--- config.mk ---
export PLATFORM = sky130hd
export DESIGN_NAME = p4d_lane
export DESIGN_NICKNAME = d
export VERILOG_FILES = /design/src/sv/assert_macros.svh /design/src/sv/p4d_pkg.sv /design/src/sv/p4d_lane.sv
export SDC_FILE = /design/constraint.sdc
export NUM_CORES = 2
export LEC_CHECK = 0
export ABC_AREA = 1
export BUFFER_PORTS_ARGS = -buffer_cell sky130_fd_sc_hd__buf_2
export CAP_MARGIN = 20
export CORE_MARGIN = 2
export CORE_UTILIZATION = 35
export CTS_BUF_LIST = sky130_fd_sc_hd__clkbuf_4 sky130_fd_sc_hd__clkbuf_8
export CTS_CLUSTER_DIAMETER = 150
export DETAILED_ROUTE_END_ITERATION = 8
export SYNTH_ARGS = -nofsm -noshare
export SYNTH_HDL_FRONTEND = slang
export SYNTH_SLANG_ARGS = --single-unit
--- constraint.sdc ---
create_clock -name clk -period 10.1 [get_ports clk]
set_clock_uncertainty 0.15 [all_clocks]
set_input_delay 1.515 -clock clk [delete_from_list [all_inputs] [get_ports clk]]
set_output_delay 1.515 -clock clk [all_outputs]
set_load 0.03 [all_outputs]
--- src/sv/assert_macros.svh ---
`ifndef ASSERT_MACROS_SVH
`define ASSERT_MACROS_SVH
// Assertion helpers; the enclosing module provides clk and rst.
`ifndef SYNTHESIS
`define P4D_ASSERT(lbl, prop, msg) \
  lbl: assert property (@(posedge clk) disable iff (rst) prop) else $error(msg);
`define P4D_ASSERT_NEXT(lbl, ante, cons, msg) \
  lbl: assert property (@(posedge clk) disable iff (rst) (ante) |=> (cons)) else $error(msg);
`else
`define P4D_ASSERT(lbl, prop, msg)
`define P4D_ASSERT_NEXT(lbl, ante, cons, msg)
`endif
`endif

--- src/sv/p4d_pkg.sv ---
`timescale 1ns / 1ps
`default_nettype none
package p4d_pkg;
  localparam int unsigned FRAC_BITS_DEF     = 16;
  localparam int unsigned SINGULAR_GAIN_DEF = 1000000;

  localparam logic [1:0] MODE_PERSP  = 2'd0;
  localparam logic [1:0] MODE_STEREO = 2'd1;

  localparam logic REG_MODE = 1'b0;
  localparam logic REG_DIST = 1'b1;

  // What the lanes do with an item
  typedef enum logic [3:0] {
    K_DIV   = 4'b0001,
    K_PSING = 4'b0010,
    K_SSING = 4'b0100,
    K_ORTHO = 4'b1000
  } kind_t;

  typedef struct packed {
    logic signed [31:0] x;
    logic signed [31:0] y;
    logic signed [31:0] z;
    kind_t              kind;
    logic               qneg;
    logic               ssign;
  } side_t;

  typedef struct packed {
    logic [31:0] x;
    logic [31:0] y;
    logic [31:0] z;
    logic        sing;
    logic        clip;
  } out_t;
endpackage
`default_nettype wire

--- src/sv/p4d_lane.sv ---
`timescale 1ns / 1ps
`default_nettype none
module p4d_lane #(
  parameter int unsigned FRAC_BITS     = 16,
  parameter int unsigned SINGULAR_GAIN = 1000000
) (
  input  wire logic               clk,
  input  wire logic               en,
  input  wire p4d_pkg::kind_t     kind_in,
  input  wire logic signed [31:0] coord_in,
  input  wire logic signed [31:0] factor_in,
  input  wire logic               ssign_in,
  output logic        [31:0]      res,
  output logic                    clip
);
  import p4d_pkg::*;

  localparam logic signed [31:0] GAIN = 32'(SINGULAR_GAIN);
  localparam logic signed [63:0] BIG  = 64'(SINGULAR_GAIN) <<< FRAC_BITS;
  localparam logic signed [63:0] RND  = (64'sd1 <<< FRAC_BITS) - 64'sd1;
  localparam logic signed [63:0] MAXV = 64'sd2147483647;
  localparam logic signed [63:0] MINV = -64'sd2147483648;

  logic signed [31:0] mul_b;
  logic signed [63:0] prod;
  kind_t              kind_r;
  logic signed [31:0] coord_r;
  logic               ssign_r;
  logic signed [63:0] rnd;
  logic signed [63:0] val;

  assign mul_b = (kind_in == K_PSING) ? GAIN : factor_in;

  always_ff @(posedge clk) begin
    if (en) begin
      prod    <= coord_in * mul_b;
      kind_r  <= kind_in;
      coord_r <= coord_in;
      ssign_r <= ssign_in;
    end
  end

  // Truncate toward zero before the shift
  assign rnd = prod + (prod[63] ? RND : 64'sd0);

  always_comb begin
    unique case (kind_r)
      K_DIV:   val = rnd >>> FRAC_BITS;
      K_PSING: val = prod;
      K_SSING: val = ssign_r ? -BIG : BIG;
      default: val = {{32{coord_r[31]}}, coord_r};
    endcase
    if (val > MAXV) begin
      res  = 32'h7FFF_FFFF;
      clip = 1'b1;
    end else if (val < MINV) begin
      res  = 32'h8000_0000;
      clip = 1'b1;
    end else begin
      res  = val[31:0];
      clip = 1'b0;
    end
  end
endmodule
`default_nettype wire

==> impl_results.md <==
- Outcome: finished, final reports clean
- Hold_sp: ssign_in
- Mapped Area: roughly 43000 um^2
- Synth Net Count: roughly 6600
- Slowest stage delay, CP: about 0.57 ns
- Fill cell count: ~13000
- Post-synthesis compound-gate area fraction: 0.0357
- Clock Path Buffers: 2
- Site row count: between 100 and 150
- Setup repair bufs after CTS: 0
- Hold_ws: 1.14 ns
- Final period util: 0.951
- CP required: 10.08 ns
- Async S/R FF share, synth: 0
- DR DRC count: 0
- GRT Util Overall: 0.255
- Clock transition at the registers of the reported paths: around 0.090 ns
- Remaining antenna violation count: 0
- Syn-to-layout area delta: 10.3%
- Grt ovf: 0
- Wire length of the first global-routing pass: ~240 mm
- Setup violators final: 0
- Yosys warns: 0
- Initial Util: 0.353
- Placed Instance Area: roughly 47000 um^2
- Syn_area_per_cell: 8.22 um^2
- Multi-input combinational cell area: between 30000 and 40000 um^2
- Iter 0 DRT Violations: between 3000 and 4000
- Die Wd: 355 um
- Final core occ: 0.390
- Reg area: roughly 3000 um^2
- Slew HR: 0.303
- Yosys cell types: 49
- Multiplexer area fraction after synthesis: 0
- Initial antenna violation count: 9
- Endpoint with the worst hold slack: ssign_r
- Final WL: roughly 160 mm
- Fin cells: roughly 7100
- Most frequent cells in the layout: 1258 x inv_1, 1082 x fa_1, 1053 x nand2_1, 752 x nor2_1, 242 x buf_4
- Nets@finish: ~6800
- H-Tree Depth: 3
- Crit path max-delay cell type: o21ai_0
- I/O pins: roughly 100
- Core Area: 122000 um^2
- Seq/Total Area, Yosys: 0.0704
- Clk sinks: between 100 and 150
- DR WL/cell: between 20 and 25 um
- Finished Cell Area: between 40000 and 50000 um^2
- Min Clock Period, post-route: a little under 10 ns
- DP Wirelength: 133 mm
- DR vias: approximately 36000
- Main synth FF type: edfxtp_1
- Worst Hold Depth: 1
- Largest family of logic cells by synthesized area: adder cells
- Hold crit path type: primary input to flop
- TritonCTS clock tree: yes
- Startpoint types: primary input
- Worst setup path class: primary input to flop
- Placer Congestion: just over 1
- Fmax: about 100 MHz
- Num CTS Buffers: 9
- First-pass detailed-route iteration total: 6
- Synthesized instance count: between 5000 and 6000
- Leading cell type in the layout, fill and taps excluded: inv_1
- Via/cell ratio: approximately 5
- Placed insts: between 7000 and 8000
- Worst setup EP type: flop
- Largest net degree at the start of global routing: 74
- Share of cells above drive strength 1: 0.0801
- #FFs+latches synth: 101
- Synth Area in Adders: 0.561
- Simple logic cell fraction of the synthesized area: 0.188
- RSZ-0062 raised after global routing: false
- PortBufs: 103
- Die height: between 300 and 400 um
- Xor and xnor area share after synthesis: 0.0144
- Number of synthesized flops with an enable pin: ~100
- Actual slew at the worst max-slew pin: ~1.0 ns
- Max cap viols: 0
- Final Hold Fails: 0
- Crit path max fanout: 26
- Critical path arrival: ~9.6 ns
- Root Buffer: clkbuf_8
- Fin. max-slew vios: 0
- Vias in the first global route: approximately 38000
- Die Area: 126000 um^2
## critical path, delay by kind of cell
kind / cells / cell delay, ns
adder cells (fa/ha/maj): 9 / 4.29
buffers and inverters: 15 / 1.92
AO/OA/AOI/OAI: 3 / 0.87
AND/OR/NAND/NOR: 6 / 0.73
XOR/XNOR: 1 / 0.22
## worst max path at each step
stage | from | to | depth (start not counted)
CTS | kind_in[0] | prod[59] | 35
global route | kind_in[1] | prod[60] | 37
global placement | kind_in[0] | prod[59] | 35
detailed placement | kind_in[0] | prod[59] | 35
finish | kind_in[1] | prod[35] | 34
floorplan | kind_in[0] | prod[62] | 30
## sequential cells by signal (all words and copies together), names as in the netlist
register  flops
ssign_r       1
coord_r      32
kind_r        4
prod         64
## kinds of logic after synthesis
family	Yosys count
compound gates	271
xor+xnor	71
fa+ha+maj	1281
buf+inv	1485
flops	101
simple gates	2033
## per-stage QoR
stage	TNS [ns]	worst slack [ns]
after floorplan	0	0.358
after CTS	0	0.394
final	0	0.491
after global placement	0	0.0244
after global routing	0	0.133
after detailed placement	-0.0258	-0.0258
## synth_stat cells (2+ instances only)
cell / instances / area [um^2]
inv_2: 9 / 33.8
o21a_1: 7 / 52.6
nor3_4: 3 / 48.8
buf_1: 10 / 37.5
nand3_2: 2 / 20.0
clkinv_1: 23 / 86.3
nand2_2: 5 / 31.3
fa_1: 1082 / 21700
o21ai_1: 3 / 15.0
xor2_1: 44 / 385
edfxtp_1: 101 / 3030
nand3_1: 135 / 676
nand3b_1: 5 / 37.5
nor4_1: 8 / 50.1
or2_2: 11 / 68.8
nor3_1: 17 / 85.1
o21bai_1: 7 / 52.6
clkbuf_1: 172 / 646
buf_2: 4 / 20.0
a21o_1: 8 / 60.1
inv_1: 1258 / 4720
a31oi_1: 37 / 231
nand4_1: 28 / 175
a21oi_1: 111 / 556
o31ai_1: 3 / 22.5
xnor2_1: 27 / 236
o21ai_0: 71 / 355
nor2_1: 755 / 2830
nand2_1: 1054 / 3960
a21boi_0: 9 / 67.6
buf_6: 9 / 101
ha_1: 199 / 2490
o211ai_1: 5 / 37.5
a31o_2: 2 / 17.5
nor3_2: 2 / 20.0
o221ai_1: 2 / 17.5
and3_1: 2 / 12.5
## cell type report
type                       count  area share
antenna                        3    0.000158
clock buffer                  10     0.00276
clock inverter                 6    0.000816
inverter                    1290       0.102
multi-input combinational   3656       0.724
sequential                   101      0.0638
tap                         1625      0.0428
timing repair buffer         379      0.0637
## layer usage
metal	routed length (um)	vias to the layer above	track usage
met4	5910	2	0.0850
li1	-	15600	-
met5	7	-	0
met2	69700	1706	0.400
met1	64100	18100	0.350
met3	17000	263	0.0560
## timing repair
| item | 4_1_cts | 5_1_grt |
|---|---|---|
| gates resized for setup | 0 | 1 |
| setup endpoints to repair | 0 | 3 |
| hold buffers | 0 | 0 |
| hold endpoints to repair | 0 | 0 |
Power is not shown: default switching activity piles up to over one toggle a cycle in this logic, so the estimate is an artifact.
